## config.mk

```make
export PLATFORM = sky130hd
export DESIGN_NAME = opu_isqrt_pipe
export DESIGN_NICKNAME = d
export VERILOG_FILES = /design/src/rtl/assert_macros.svh /design/src/rtl/opu_pkg.sv /design/src/rtl/opu_isqrt_pipe.sv
export SDC_FILE = /design/constraint.sdc
export NUM_CORES = 2
export LEC_CHECK = 0
export BUFFER_PORTS_ARGS = -buffer_cell sky130_fd_sc_hd__clkbuf_2
export CAP_MARGIN = 20
export CORE_UTILIZATION = 57
export DETAILED_ROUTE_END_ITERATION = 7
export PLACE_DENSITY = 0.75
export RECOVER_POWER = 100
export SLEW_MARGIN = 20
export SYNTH_ARGS = -nofsm -noshare
export SYNTH_HDL_FRONTEND = slang
export SYNTH_SLANG_ARGS = --single-unit
```

## constraint.sdc

```tcl
create_clock -name clk -period 3.2 [get_ports clk]
set_input_delay 0.64 -clock clk [delete_from_list [all_inputs] [get_ports clk]]
set_output_delay 0.64 -clock clk [all_outputs]
set_load 0.03 [all_outputs]
```

## src/rtl/assert_macros.svh

```systemverilog
// Assertion helpers shared by the RTL. Define NO_ASSERTIONS to compile them out.
// Each macro expects clk and rst_n in scope.
`ifndef ASSERT_MACROS_SVH
`define ASSERT_MACROS_SVH
`ifndef NO_ASSERTIONS
`define OPU_ASSERT_IMP(lbl, ante, cons) \
    lbl: assert property (@(posedge clk) disable iff (!rst_n) (ante) |-> (cons)) \
        else $error("assertion failed");
`define OPU_ASSERT_NXT(lbl, ante, cons) \
    lbl: assert property (@(posedge clk) disable iff (!rst_n) (ante) |=> (cons)) \
        else $error("assertion failed");
`else
`define OPU_ASSERT_IMP(lbl, ante, cons)
`define OPU_ASSERT_NXT(lbl, ante, cons)
`endif
`endif

```

## src/rtl/opu_pkg.sv

```systemverilog
`timescale 1ns / 1ps
`default_nettype none
package opu_pkg;

    localparam int VALUE_W = 32;
    localparam int FRAC_W  = 24;
    localparam int WIDE_W  = 64;
    localparam int MODE_W  = 2;
    localparam int DECAY_W = 16;
    localparam int LR_W    = 24;
    localparam int EPS_W   = 24;
    localparam int BATCH_W = 16;
    localparam int ROOT_W  = (VALUE_W + FRAC_W) / 2;
    localparam int ADDR_W  = 5;
    localparam int DATA_W  = 32;
    localparam int IDX_W   = 3;

    localparam logic [MODE_W-1:0] MODE_PASS = 2'd0;
    localparam logic [MODE_W-1:0] MODE_SGD  = 2'd1;
    localparam logic [MODE_W-1:0] MODE_RMS  = 2'd2;

    localparam logic [IDX_W-1:0] REG_MODE  = 3'd0;
    localparam logic [IDX_W-1:0] REG_DECAY = 3'd1;
    localparam logic [IDX_W-1:0] REG_LR    = 3'd2;
    localparam logic [IDX_W-1:0] REG_EPS   = 3'd3;
    localparam logic [IDX_W-1:0] REG_BATCH = 3'd4;

    localparam logic [MODE_W-1:0]  MODE_RST  = MODE_PASS;
    localparam logic [DECAY_W-1:0] DECAY_RST = 16'd58982;
    localparam logic [LR_W-1:0]    LR_RST    = 24'd167772;
    localparam logic [EPS_W-1:0]   EPS_RST   = 24'd1;
    localparam logic [BATCH_W-1:0] BATCH_RST = 16'd1;

    localparam logic signed [VALUE_W-1:0] VMAX = {1'b0, {(VALUE_W-1){1'b1}}};
    localparam logic signed [VALUE_W-1:0] VMIN = {1'b1, {(VALUE_W-1){1'b0}}};

    typedef struct packed {
        logic signed [VALUE_W-1:0] param;
        logic signed [VALUE_W-1:0] moment;
    } pm_t;

    typedef struct packed {
        logic neg;
        pm_t  pm;
    } div_side_t;

    typedef struct packed {
        pm_t                       pm;
        logic signed [VALUE_W-1:0] g;
        logic signed [VALUE_W-1:0] mnew;
    } sq_side_t;

    typedef struct packed {
        sq_side_t s;
        logic     ovf;
    } quo_side_t;

    // clamp a wide signed value to the value range
    function automatic logic signed [VALUE_W-1:0] sat_value(input logic signed [WIDE_W-1:0] x);
        logic [WIDE_W-VALUE_W:0] top;
        top = x[WIDE_W-1:VALUE_W-1];
        if (top == '0 || top == '1)
            return x[VALUE_W-1:0];
        else if (x[WIDE_W-1])
            return VMIN;
        else
            return VMAX;
    endfunction

endpackage
`default_nettype wire

```

## src/rtl/opu_isqrt_pipe.sv

```systemverilog
`timescale 1ns / 1ps
`default_nettype none
// Digit-by-digit integer square root, one root bit per stage.
module opu_isqrt_pipe import opu_pkg::*; #(
    parameter int RW     = ROOT_W,
    parameter int SIDE_W = 1
) (
    input  wire logic              clk,
    input  wire logic              rst_n,
    input  wire logic              adv,
    input  wire logic              in_valid,
    input  wire logic [2*RW-1:0]   in_x,
    input  wire logic [SIDE_W-1:0] in_side,
    output logic                   out_valid,
    output logic [RW-1:0]          out_root,
    output logic [SIDE_W-1:0]      out_side
);

    logic              valid_reg [RW];
    logic [2*RW-1:0]   x_reg     [RW];
    logic [RW:0]       rem_reg   [RW];
    logic [RW-1:0]     root_reg  [RW];
    logic [SIDE_W-1:0] side_reg  [RW];

    for (genvar k = 0; k < RW; k++) begin : g_stage
        logic              valid_src;
        logic [2*RW-1:0]   x_src;
        logic [RW:0]       rem_src;
        logic [RW-1:0]     root_src;
        logic [SIDE_W-1:0] side_src;
        logic [RW+2:0]     trial;
        logic [RW+2:0]     test;
        logic              ge;
        logic [RW:0]       rem_next;
        logic [RW-1:0]     root_next;

        if (k == 0) begin : g_first
            assign valid_src = in_valid;
            assign x_src     = in_x;
            assign rem_src   = '0;
            assign root_src  = '0;
            assign side_src  = in_side;
        end else begin : g_rest
            assign valid_src = valid_reg[k-1];
            assign x_src     = x_reg[k-1];
            assign rem_src   = rem_reg[k-1];
            assign root_src  = root_reg[k-1];
            assign side_src  = side_reg[k-1];
        end

        assign trial     = {rem_src, x_src[2*RW-1-2*k -: 2]};
        assign test      = {1'b0, root_src, 2'b01};
        assign ge        = trial >= test;
        assign rem_next  = ge ? (RW+1)'(trial - test) : trial[RW:0];
        assign root_next = {root_src[RW-2:0], ge};

        always_ff @(posedge clk or negedge rst_n)
        begin
            if (!rst_n)
                valid_reg[k] <= 1'b0;
            else if (adv)
                valid_reg[k] <= valid_src;
        end

        always_ff @(posedge clk)
        begin
            if (adv)
            begin
                x_reg[k]    <= x_src;
                rem_reg[k]  <= rem_next;
                root_reg[k] <= root_next;
                side_reg[k] <= side_src;
            end
        end
    end

    assign out_valid = valid_reg[RW-1];
    assign out_root  = root_reg[RW-1];
    assign out_side  = side_reg[RW-1];

endmodule
`default_nettype wire

```

# Word level (Yosys, flattened, before mapping)
# Memories as Yosys holds them, arrays and structs flattened.
# Cells that the tools add are included.
# word_totals
regBits	28
ramBits	3192
in_bits	61
output_inout_bits	30
memories	4
# mem_list
name	depth	width	rd	rd_clocked_by_memory_dff	write_ports	line	rtl
x_reg	28	56	27	0	28	opu_isqrt_pipe.sv:20	logic [2*RW-1:0] x_reg [RW];
rem_reg	28	29	27	0	28	opu_isqrt_pipe.sv:21	logic [RW:0] rem_reg [RW];
root_reg	28	28	28	0	28	opu_isqrt_pipe.sv:22	logic [RW-1:0] root_reg [RW];
side_reg	28	1	28	0	28	opu_isqrt_pipe.sv:23	logic [SIDE_W-1:0] side_reg [RW];
# op_classes
add_sub_neg	28
order_cmp	28
n_mux	30
# ops
op	count
31-bit by 30-bit >= comparator with 1-bit output	27
29-bit 2-to-1 mux	28
29-bit subtractor	27
2-bit by 1-bit subtractor with 3-bit output (second input constant)	1
2-bit by 1-bit >= comparator with 1-bit output (second input constant)	1
1-bit 2-to-1 mux	2

# Depth between registers and ports, before layout
# An unclocked memory read counts as a cell.
# logic_depth
word_depth	3
mapped_depth	14

# Worst setup path before layout
# OpenSTA, ideal clock, no wires.
# synth_timing
path_kind	flip-flop to flip-flop
start	memory rem_reg[5][13] (netlist name)
end	memory rem_reg[6][14] (netlist name) (data pin)
setup_time_ps	261
arrival_ps	3089
required_time_ps	2939
setup_slack_ps	-150
stages_incl_launch_ff	9
path_buffers	1
period_less_slack_ps	3350
path_cell_list	edfxtp_1 -> or4_4 -> or4_4 -> or3_1 -> buf_2 -> or4_4 -> o311a_1 -> nor2b_1 -> xor2_1
# synth_lines
element	line
start, declared	opu_isqrt_pipe.sv:21

==> flow_metrics.tcl <==
set metrics [dict create \
    tightest_slew_ns 1.98 \
    vias_per_cell 5.67 \
    synth_top_area_share 0.642 \
    initial_core_util 0.576 \
    drive_gt1_frac 0.126 \
    clock_sinks 1961 \
    design_area_sq_um 104000 \
    wl_per_cell_um 18.7 \
    fmax_mhz 308 \
    gr-total-overflow 0 \
    powerDensity_nw_per_um2 698 \
    setup_viol 6 \
    cts_tree "yes" \
    slowest_stage "a211oi_1" \
    async_flop_share 0.0143 \
    fin_ws_ns -0.0466 \
    ys_top_cells_by_count "edfxtp_1, inv_1, nand2_1" \
    crit_start "rem_reg[24][2]" \
    synth.most_common_cell "edfxtp_1" \
    power_leakage_nw 40.2 \
    grt_pass1_vias 54115 \
    die_x_um 400 \
    maxSlewViolCount 51 \
    hold_ws_ns 0.118 \
    synth-edff-count 1933 \
    grt_max_degree 130 \
    diodes 0 \
    numCtsBuffers 196 \
    syn_inst 6942 \
    clkTransAtPathRegs_ns 0.06 \
    hold_path_class "in -> reg" \
    crit_arrival_ns 3.94 \
    place_area_sq_um 96300 \
    hold_depth 2 \
    crit_path_max_incr_delay_ns 0.56 \
    worstPathRequired_ns 3.89 \
    port_buffers 90 \
    period_share 1.01 \
    largest_reg_flops 756 \
    hold_viol 0 \
    yosysUniqueCellTypes 84 \
    dr.pass1.iters 8 \
    failed_checks "capacitance limit, slew limit, setup timing" \
    r2r_cells 12 \
    drc_errors 0 \
    layout_min_cycle_time_ns 3.25 \
    area_delta_synth_final_pct 15.0 \
    ys_dominant_reg_cell "edfxtp_1" \
    antenna_found_initial 1 \
    synth-seq-cells 1961 \
    crit_fanout 3 \
    clk_latency_ns 0.83 \
    vias 55610 \
    dp_hpwl_mm 131 \
    r2r-start "rem_reg[24][2]" \
    p_total_w 0.0725 \
    avgSynthCellArea_sq_um 13.0 \
    start_kind "register" \
    cts_max_level 4 \
    cts.path.max_buffers 3 \
    fin_util 0.663 \
    syn_area_sq_um 90300 \
    drtIter0Drc 4487 \
    syn_nets 7439 \
    wirelength_mm 184 \
    grt_usage 0.228 \
    path_cells "ha_1, o21a_1, o22ai_1, clkbuf_4, o221ai_1, a221oi_1, a211oi_1, o21ai_2, and2_4, buf_4, o41ai_1, buf_4" \
    status "finished, violations left" \
    worstHoldStart "in_x[54]" \
    die_area_sq_um 160000 \
    die_h_um 400 \
    coreArea_sq_um 157000 \
    synth.yosys.seq_area_share 0.650 \
    synthTopCellsByArea "edfxtp_1, ha_1, xor2_1, xnor2_1, inv_1" \
    slew_headroom -0.320 \
    rsz0062_at_grt "true" \
    io_pins 91 \
    ir_drop_mv 0.505 \
    end_kind "register" \
    grt_pass1_wl_mm 288 \
    clock_skew_ns 0.0377 \
    crit_top_cell "buf_4" \
    antenna_left 0 \
    fin_nets 8073 \
    yosysTopAreaCell "edfxtp_1" \
    max_cap_violations 1 \
    yosysWarningCount 0 \
    rows 145 \
    path_class "reg -> reg" \
    cts-root-buf "clkbuf_16" \
    gp_congestion 0.929 \
]
## power breakdown
group          switching, W  internal, W
Sequential          0.00215       0.0324
Clock               0.00974       0.0133
Combinational       0.00833      0.00656
Total                0.0202       0.0523
## cells by family after synthesis
group                    count (synthesis)  synth area share
buffers and inverters                  694            0.0289
other                                    1         0.0000415
XOR/XNOR                               605            0.0586
AO/OA/AOI/OAI                         1374            0.0935
AND/OR/NAND/NOR                       1789            0.0983
adder cells (fa/ha/maj)                436            0.0604
flip-flops                            1961             0.650
multiplexers                            82            0.0100
## worst max-delay path: cells and delay by family, from the launching register on
family	cells	cell delay, ns
compound gates	7	1.71
buf+inv	3	0.46
flops	1	0.41
fa+ha+maj	1	0.34
simple gates	1	0.18
## path summary, 6_finish.rpt
| kind | to | slack [ns] |
|---|---|---|
| max in group asynchronous | g_stage[27].valid_src | 1.64 |
| max | rem_reg[25][25] | -0.05 |
| min in group asynchronous | g_stage[17].valid_src | 0.71 |
| min reg2reg | x_reg[7][13] | 0.40 |
| max reg2reg | rem_reg[25][25] | -0.05 |
| min | rem_reg[0][0] | 0.12 |
## through the flow
stage,cells,worst slack [ns],TNS [ns]
2_1_floorplan,6942,-0.0891,-0.0891
3_3_place_gp,9350,-0.141,-1.11
3_5_place_dp,9350,-0.103,-2.54
4_1_cts,9787,-0.0588,-0.0803
5_1_grt,9806,-0.148,-18.68
6_report,9806,-0.0466,-0.171
## placed cells by master (no fill, tap or decap), drive strengths merged, types with 47 or more instances in the layout
cell            n
or3            73
nand4          68
nor4          100
nand2b         80
or4            47
xnor2         288
o21ai         400
ha            436
nor2b          56
buf           315
o31ai          52
xor2          317
nor3          176
nand3         119
edfxtp       1933
nand2         506
dlygate4sd3    56
o21a           77
nor2          379
a21oi         389
inv           567
clkbuf        437
a21o          184
mux2           66
clkinv         88
## what timing repair did
item / in CTS / in global routing
hold endpoints to repair: 83 / 0
resized for setup: 27 / 184
cloned: 1 / 2
setup endpoints to repair: 68 / 352
hold buffers: 56 / 0
pin swaps: 5 / 43
setup buffers: 11 / 19
## metal layers
metal,vias to the layer above,wire [um],global-route usage
li1,26967,-,-
met3,402,8380,0.0317
met1,26797,77400,0.298
met5,-,0,0
met4,0,6230,0.0798
met2,1444,91800,0.390
## layout make-up
| cell class | count | area [sq um] |
|---|---|---|
| clock buffers | 233 | 5060 |
| clock inverters | 137 | 1520 |
| fillers | 11374 | 52900 |
| inverters | 555 | 2090 |
| multi-input cells | 4287 | 29800 |
| flip-flops and latches | 1961 | 58700 |
| well taps | 2058 | 2570 |
| repair buffers | 575 | 4110 |
Note: power is estimated with default switching activity, not from simulation.
