### config.mk
export PLATFORM = sky130hd
export DESIGN_NAME = opu_udiv_pipe
export DESIGN_NICKNAME = d
export VERILOG_FILES = /design/src/rtl/assert_macros.svh /design/src/rtl/opu_pkg.sv /design/src/rtl/opu_udiv_pipe.sv
export SDC_FILE = /design/constraint.sdc
export NUM_CORES = 2
export LEC_CHECK = 0
export ABC_AREA = 1
export BUFFER_PORTS_ARGS = -buffer_cell sky130_fd_sc_hd__buf_2
export CAP_MARGIN = 20
export CORE_ASPECT_RATIO = 1.5
export CORE_MARGIN = 10
export CORE_UTILIZATION = 30
export CTS_BUF_LIST = sky130_fd_sc_hd__clkbuf_4 sky130_fd_sc_hd__clkbuf_8
export CTS_CLUSTER_DIAMETER = 30
export DETAILED_ROUTE_END_ITERATION = 10
export HOLD_SLACK_MARGIN = 0.02
export SLEW_MARGIN = 20
export SYNTH_ARGS = -nofsm -noshare
export SYNTH_HDL_FRONTEND = slang
export SYNTH_SLANG_ARGS = --single-unit
### constraint.sdc
create_clock -name clk -period 2 [get_ports clk]
set_clock_uncertainty 0.05 [all_clocks]
set_input_delay 0.1 -clock clk [delete_from_list [all_inputs] [get_ports clk]]
set_output_delay 0.1 -clock clk [all_outputs]
set_load 0.03 [all_outputs]
### src/rtl/assert_macros.svh
// Assertion helpers shared by the RTL. Define NO_ASSERTIONS to compile them out.
// Each macro expects clk and rst_n in scope.
`ifndef ASSERT_MACROS_SVH
`define ASSERT_MACROS_SVH
`ifndef NO_ASSERTIONS
`define OPU_ASSERT_IMP(lbl, ante, cons) \
    lbl: assert property (@(posedge clk) disable iff (!rst_n) (ante) |-> (cons)) \
        else $error("assertion failed");
`define OPU_ASSERT_NXT(lbl, ante, cons) \
    lbl: assert property (@(posedge clk) disable iff (!rst_n) (ante) |=> (cons)) \
        else $error("assertion failed");
`else
`define OPU_ASSERT_IMP(lbl, ante, cons)
`define OPU_ASSERT_NXT(lbl, ante, cons)
`endif
`endif

### src/rtl/opu_pkg.sv
`timescale 1ns / 1ps
`default_nettype none
package opu_pkg;

    localparam int VALUE_W = 32;
    localparam int FRAC_W  = 24;
    localparam int WIDE_W  = 64;
    localparam int MODE_W  = 2;
    localparam int DECAY_W = 16;
    localparam int LR_W    = 24;
    localparam int EPS_W   = 24;
    localparam int BATCH_W = 16;
    localparam int ROOT_W  = (VALUE_W + FRAC_W) / 2;
    localparam int ADDR_W  = 5;
    localparam int DATA_W  = 32;
    localparam int IDX_W   = 3;

    localparam logic [MODE_W-1:0] MODE_PASS = 2'd0;
    localparam logic [MODE_W-1:0] MODE_SGD  = 2'd1;
    localparam logic [MODE_W-1:0] MODE_RMS  = 2'd2;

    localparam logic [IDX_W-1:0] REG_MODE  = 3'd0;
    localparam logic [IDX_W-1:0] REG_DECAY = 3'd1;
    localparam logic [IDX_W-1:0] REG_LR    = 3'd2;
    localparam logic [IDX_W-1:0] REG_EPS   = 3'd3;
    localparam logic [IDX_W-1:0] REG_BATCH = 3'd4;

    localparam logic [MODE_W-1:0]  MODE_RST  = MODE_PASS;
    localparam logic [DECAY_W-1:0] DECAY_RST = 16'd58982;
    localparam logic [LR_W-1:0]    LR_RST    = 24'd167772;
    localparam logic [EPS_W-1:0]   EPS_RST   = 24'd1;
    localparam logic [BATCH_W-1:0] BATCH_RST = 16'd1;

    localparam logic signed [VALUE_W-1:0] VMAX = {1'b0, {(VALUE_W-1){1'b1}}};
    localparam logic signed [VALUE_W-1:0] VMIN = {1'b1, {(VALUE_W-1){1'b0}}};

    typedef struct packed {
        logic signed [VALUE_W-1:0] param;
        logic signed [VALUE_W-1:0] moment;
    } pm_t;

    typedef struct packed {
        logic neg;
        pm_t  pm;
    } div_side_t;

    typedef struct packed {
        pm_t                       pm;
        logic signed [VALUE_W-1:0] g;
        logic signed [VALUE_W-1:0] mnew;
    } sq_side_t;

    typedef struct packed {
        sq_side_t s;
        logic     ovf;
    } quo_side_t;

    // clamp a wide signed value to the value range
    function automatic logic signed [VALUE_W-1:0] sat_value(input logic signed [WIDE_W-1:0] x);
        logic [WIDE_W-VALUE_W:0] top;
        top = x[WIDE_W-1:VALUE_W-1];
        if (top == '0 || top == '1)
            return x[VALUE_W-1:0];
        else if (x[WIDE_W-1])
            return VMIN;
        else
            return VMAX;
    endfunction

endpackage
`default_nettype wire

### src/rtl/opu_udiv_pipe.sv
`timescale 1ns / 1ps
`default_nettype none
// Restoring divider, one quotient bit per stage.
module opu_udiv_pipe import opu_pkg::*; #(
    parameter int QW     = 32,
    parameter int DW     = 16,
    parameter int SIDE_W = 1
) (
    input  wire logic              clk,
    input  wire logic              rst_n,
    input  wire logic              adv,
    input  wire logic              in_valid,
    input  wire logic [DW-1:0]     in_rem,
    input  wire logic [QW-1:0]     in_num,
    input  wire logic [DW-1:0]     in_den,
    input  wire logic [SIDE_W-1:0] in_side,
    output logic                   out_valid,
    output logic [QW-1:0]          out_quo,
    output logic [SIDE_W-1:0]      out_side
);

    logic              valid_reg [QW];
    logic [DW-1:0]     rem_reg   [QW];
    logic [QW-1:0]     num_reg   [QW];
    logic [DW-1:0]     den_reg   [QW];
    logic [SIDE_W-1:0] side_reg  [QW];

    for (genvar k = 0; k < QW; k++) begin : g_stage
        logic              valid_src;
        logic [DW-1:0]     rem_src;
        logic [QW-1:0]     num_src;
        logic [DW-1:0]     den_src;
        logic [SIDE_W-1:0] side_src;
        logic [DW:0]       trial;
        logic              ge;
        logic [DW-1:0]     rem_next;
        logic [QW-1:0]     num_next;

        if (k == 0) begin : g_first
            assign valid_src = in_valid;
            assign rem_src   = in_rem;
            assign num_src   = in_num;
            assign den_src   = in_den;
            assign side_src  = in_side;
        end else begin : g_rest
            assign valid_src = valid_reg[k-1];
            assign rem_src   = rem_reg[k-1];
            assign num_src   = num_reg[k-1];
            assign den_src   = den_reg[k-1];
            assign side_src  = side_reg[k-1];
        end

        assign trial    = {rem_src, num_src[QW-1]};
        assign ge       = trial >= {1'b0, den_src};
        assign rem_next = ge ? DW'(trial - {1'b0, den_src}) : trial[DW-1:0];
        // quotient bits shift in where numerator bits leave
        assign num_next = {num_src[QW-2:0], ge};

        always_ff @(posedge clk or negedge rst_n)
        begin
            if (!rst_n)
                valid_reg[k] <= 1'b0;
            else if (adv)
                valid_reg[k] <= valid_src;
        end

        always_ff @(posedge clk)
        begin
            if (adv)
            begin
                rem_reg[k]  <= rem_next;
                num_reg[k]  <= num_next;
                den_reg[k]  <= den_src;
                side_reg[k] <= side_src;
            end
        end
    end

    assign out_valid = valid_reg[QW-1];
    assign out_quo   = num_reg[QW-1];
    assign out_side  = side_reg[QW-1];

endmodule
`default_nettype wire

==> Word-level counts from Yosys, hierarchy flattened <==
Memory sizes are Yosys's and may differ from the RTL's.
Cells that the tools add are included.
{ "totals": {"reg_bits": 32, "mem_bits_rw": 2080, "output_inout_bits": 34, "word_cells": 134, "memories": 4} }
{ "op_classes": {"n_addsub": 32, "order_cmp": 32, "n_mux": 34} }
{ "memory_table": {"columns": ["name", "depth", "width", "read_ports", "rd_ports_with_merged_regs", "wr", "line_no", "rtl"], "rows": [
  ["num_reg", 32, 32, 32, 0, 32, "opu_udiv_pipe.sv:24", "logic [QW-1:0] num_reg [QW];"],
  ["den_reg", 32, 16, 31, 0, 32, "opu_udiv_pipe.sv:25", "logic [DW-1:0] den_reg [QW];"],
  ["rem_reg", 32, 16, 31, 0, 32, "opu_udiv_pipe.sv:23", "logic [DW-1:0] rem_reg [QW];"],
  ["side_reg", 32, 1, 32, 0, 32, "opu_udiv_pipe.sv:26", "logic [SIDE_W-1:0] side_reg [QW];"]
]} }
{ "ops": {"columns": ["op", "count"], "rows": [
  ["$ge 17x16->1", 32],
  ["$mux 16", 32],
  ["$sub 16x16->16", 32],
  ["$mux 1", 2]
]} }

==> Logic depth before layout (Yosys ltp) <==
{ "depth": {"depth_word": 2, "depth_mapped": 15, "mapped_depth_nobuf": 13} }

==> Worst setup path before layout <==
Ideal clock, no wire load.
{ "synth_path": {"kind": "reg2reg", "from": "memory rem_reg[10][9], in the netlist rem_reg[0][169]", "to": "memory rem_reg[11][4], in the netlist rem_reg[0][180] (data pin)", "setup_ns": 0.252, "arrival_time_ns": 1.670, "t_required_ns": 1.698, "setup_slack_ns": 0.027, "path_stages_with_launch": 12, "path_cell_list": "edfxtp_1 -> ha_1 -> nand2_1 -> nor2_1 -> and2_1 -> nand2_1 -> nand2_1 -> nor2_4 -> nand2_4 -> buf_6 -> nand2_1 -> nand2_1"} }
{ "synth_rtl": {"columns": ["element", "line_no"], "rows": [
  ["start, declared", "opu_udiv_pipe.sv:23"]
]} }

==> impl_metrics.tcl <==
set metrics [dict create \
    drc 0 \
    dp_cells 17391 \
    violations "setup timing" \
    largest_reg_flops 1024 \
    finalWorstSetupSlack_ns -0.230 \
    rows 265 \
    ant_nets 0 \
    synth-seq-area-share_pct 59.4 \
    die-area_um2 374000 \
    synth-main-ff-cell "edfxtp_1" \
    syn-cell-area_um2 105000 \
    multi_input_area_um2 44100 \
    grt_max_degree 103 \
    io_pins 103 \
    die_h_um 744 \
    cts_buffer_depth 4 \
    tritoncts "yes" \
    synth_cells 10841 \
    cts_made_buffers 420 \
    rr_startpoint "rem_reg[1][100]$_DFFE_PP_" \
    end_kind "register" \
    crit_required_ns 2.66 \
    ys_warn_count 0 \
    antenna_found_initial 3 \
    synthArstFlopShare_pct 1.54 \
    outcome "finished, violations left" \
    cp-start-kind "register" \
    post_synth_num_cell_types 43 \
    die_w_um 503 \
    fin_crit_sh_pct 111 \
    cellPowerDensity_nw_per_um2 1500 \
    synth_nets 11453 \
    cts-root-buf "clkbuf_8" \
    critPathLaunch "rem_reg[1][100]$_DFFE_PP_" \
    h-tree-depth 5 \
    placed_cell_area_um2 126000 \
    final-max-slew-violation-count 0 \
    setup_violations 500 \
    fill_cells 32541 \
    stdcell_count 18820 \
    timing.rr.end "rem_reg[1][120]$_DFFE_PP_" \
    grtUsageTotal_pct 15.6 \
    cap_violations 0 \
    final-hold-violation-count 0 \
    synth_edf_count 2048 \
    drtIter0Drc 4131 \
    firstDrtPassIters 7 \
    fin_nets 14542 \
    core_area_um2 348000 \
    grt_overflow 0 \
    drive_above_1_share_pct 36.2 \
    fin_total_pwr_mw 228 \
    period_minus_slack_ns 2.23 \
    grt_pass1_wl_um 458000 \
    grt_pass1_vias 85654 \
    viasPerCell 4.43 \
    drt_wl_total_um 310000 \
    fmax_ghz 0.449 \
    port_buffers 102 \
    avgSynthCellArea_um2 9.68 \
    finalInstanceArea_um2 151000 \
    via_count 83386 \
    ys_ff_latch 2080 \
    areaGrowthSynthToFinish_pct 44.3 \
    critical_path.endpoint "rem_reg[1][120]$_DFFE_PP_" \
    initial_core_util_pct 30.2 \
    regArea_um2 62300 \
    r2r_slack_ns -0.23 \
    rsz0062_at_grt "yes" \
    insertion_delay_ns 1.06 \
    critPathMaxFanout 6 \
    maxSlewHeadroom_pct 57.8 \
    gp_congestion 0.905 \
    worstMarginPinSlew_ns 0.633 \
    hold_class "input port to register" \
    path_clk_slew_ns 0.06 \
    crit_arrival_ns 2.89 \
    hpwlAfterDp_um 225000 \
    rr_worst_depth 13 \
    ir_worst_vdd_v 0.000760 \
    leakage_nw 70.1 \
    crit_type "register to register" \
    clock_sinks 2080 \
    routedWlPerCell_um 16.5 \
]
worst max-delay path, cell delays in order (launching register included):
cell	delay, ns
edfxtp_1	0.42
ha_1	0.34
nand2_2	0.06
inv_2	0.12
nand2_2	0.07
nor2_1	0.10
buf_4	0.12
nand3b_1	0.08
nand2_2	0.09
nor2_4	0.04
buf_12	0.15
buf_12	0.13
nand3_1	0.06
nand2_1	0.06
timing repair:
item / CTS / global route
hold buffers: 150 / 0
endpoints found under the setup margin: 510 / 523
setup buffers: 229 / 251
gates cloned: 24 / 18
hold endpoints to repair: 2177 / 0
gates resized for setup: 1026 / 1165
pin swaps: 281 / 441
cells by family after synthesis:
family / synth area share [%]
AOI/OAI and AO/OA: 1.91
xor gates and xnor gates: 1.61
adders and majority gates: 6.70
buffers and inverters: 7.98
DFF: 59.4
muxes: 0.0215
and+or+nand+nor: 22.4
layout by cell type, fill, tap and decap left out, drive strengths merged:
cell         count
clkbuf         498
or2             24
fa              31
diode            5
nand4          144
a21oi          293
a21o             1
ha             512
clkinv         163
dfrtp           32
o21bai          19
and2            24
nor2           449
mux2             2
nor4             9
xnor2           43
inv           2027
nand3          851
xor2           150
dlygate4sd3    149
o21a            25
edfxtp        2048
nand2         3887
bufinv          36
and3            14
o21ai           39
nor3            85
clkinvlp        44
nor3b            3
nand3b          75
buf           2599
per-layer routing:
| metal | up-vias | wire [µm] | global-route usage, % |
|---|---|---|---|
| met5 | - | 17 | 0 |
| met3 | 1200 | 10700 | 2.44 |
| li1 | 41558 | - | - |
| met2 | 1928 | 176000 | 32.1 |
| met1 | 38698 | 94300 | 12.9 |
| met4 | 2 | 28500 | 11.9 |
area by class of cell:
class | instances | area share [%]
inverters | 1991 | 4.96
flip-flops and latches | 2080 | 41.1
repair buffers | 2756 | 15.0
diodes | 5 | 0.00826
well taps | 4539 | 3.75
clock inverters | 278 | 1.78
clock buffers | 490 | 4.18
multi-input cells | 6680 | 29.1
repair inverters | 1 | 0.00578
worst min-delay path by stage:
| stage | startpoint | end | slack, ns | depth (start not counted) |
|---|---|---|---|---|
| 4_1_cts | in_den[1] | rem_reg[0][1]$_DFFE_PP_ | 0.02 | 6 |
| 5_1_grt | in_den[1] | rem_reg[0][1]$_DFFE_PP_ | 0.14 | 6 |
| 2_1_floorplan | rst_n | g_stage[10].valid_src$_DFFE_PN0P_ | -0.25 | 0 |
| 3_5_place_dp | rst_n | g_stage[3].valid_src$_DFFE_PN0P_ | 0.14 | 1 |
| 6_report | in_den[0] | rem_reg[0][0]$_DFFE_PP_ | 0.17 | 6 |
| 3_3_place_gp | rst_n | g_stage[1].valid_src$_DFFE_PN0P_ | 0.14 | 1 |
where the power goes:
| group | total (mW) | internal (mW) | switching [mW] |
|---|---|---|---|
| logic | 116 | 54.2 | 61.5 |
| clock network | 46.6 | 26.3 | 20.3 |
| registers | 65.7 | 59.2 | 6.57 |
synth_stat cells, types with 25 or more instances:
master,number,share of area [%]
edfxtp_1,2048,59
nand2_1,3787,14
nor2_4,25,0.27
nand3b_1,75,0.54
nand4_1,144,0.86
a21oi_1,293,1.4
nor2_1,410,1.5
xnor2_1,43,0.36
dfrtp_1,32,0.76
nand3_1,830,4.0
fa_1,31,0.59
o21ai_0,29,0.14
o21a_1,25,0.18
ha_1,512,6.1
nor3_1,84,0.40
buf_2,40,0.19
nand2_4,29,0.31
nand2_2,44,0.26
inv_1,1976,7.1
xor2_1,150,1.3
buf_6,35,0.38
per-stage QoR:
step / setup TNS (ns) / util (%) / hold slack (ns) / worst slack, ns
floorplan: 0 / - / -0.246 / 0.0274
global placement: -130.68 / 36.3 / 0.136 / -0.535
detailed placement: -135.08 / 36.3 / 0.141 / -0.543
CTS: -59.32 / 41.5 / 0.0238 / -0.212
global route: -90.70 / 43.5 / 0.141 / -0.281
finish: -52.15 / 43.5 / 0.174 / -0.230
No activity file was read; power rests on OpenSTA's default activity.
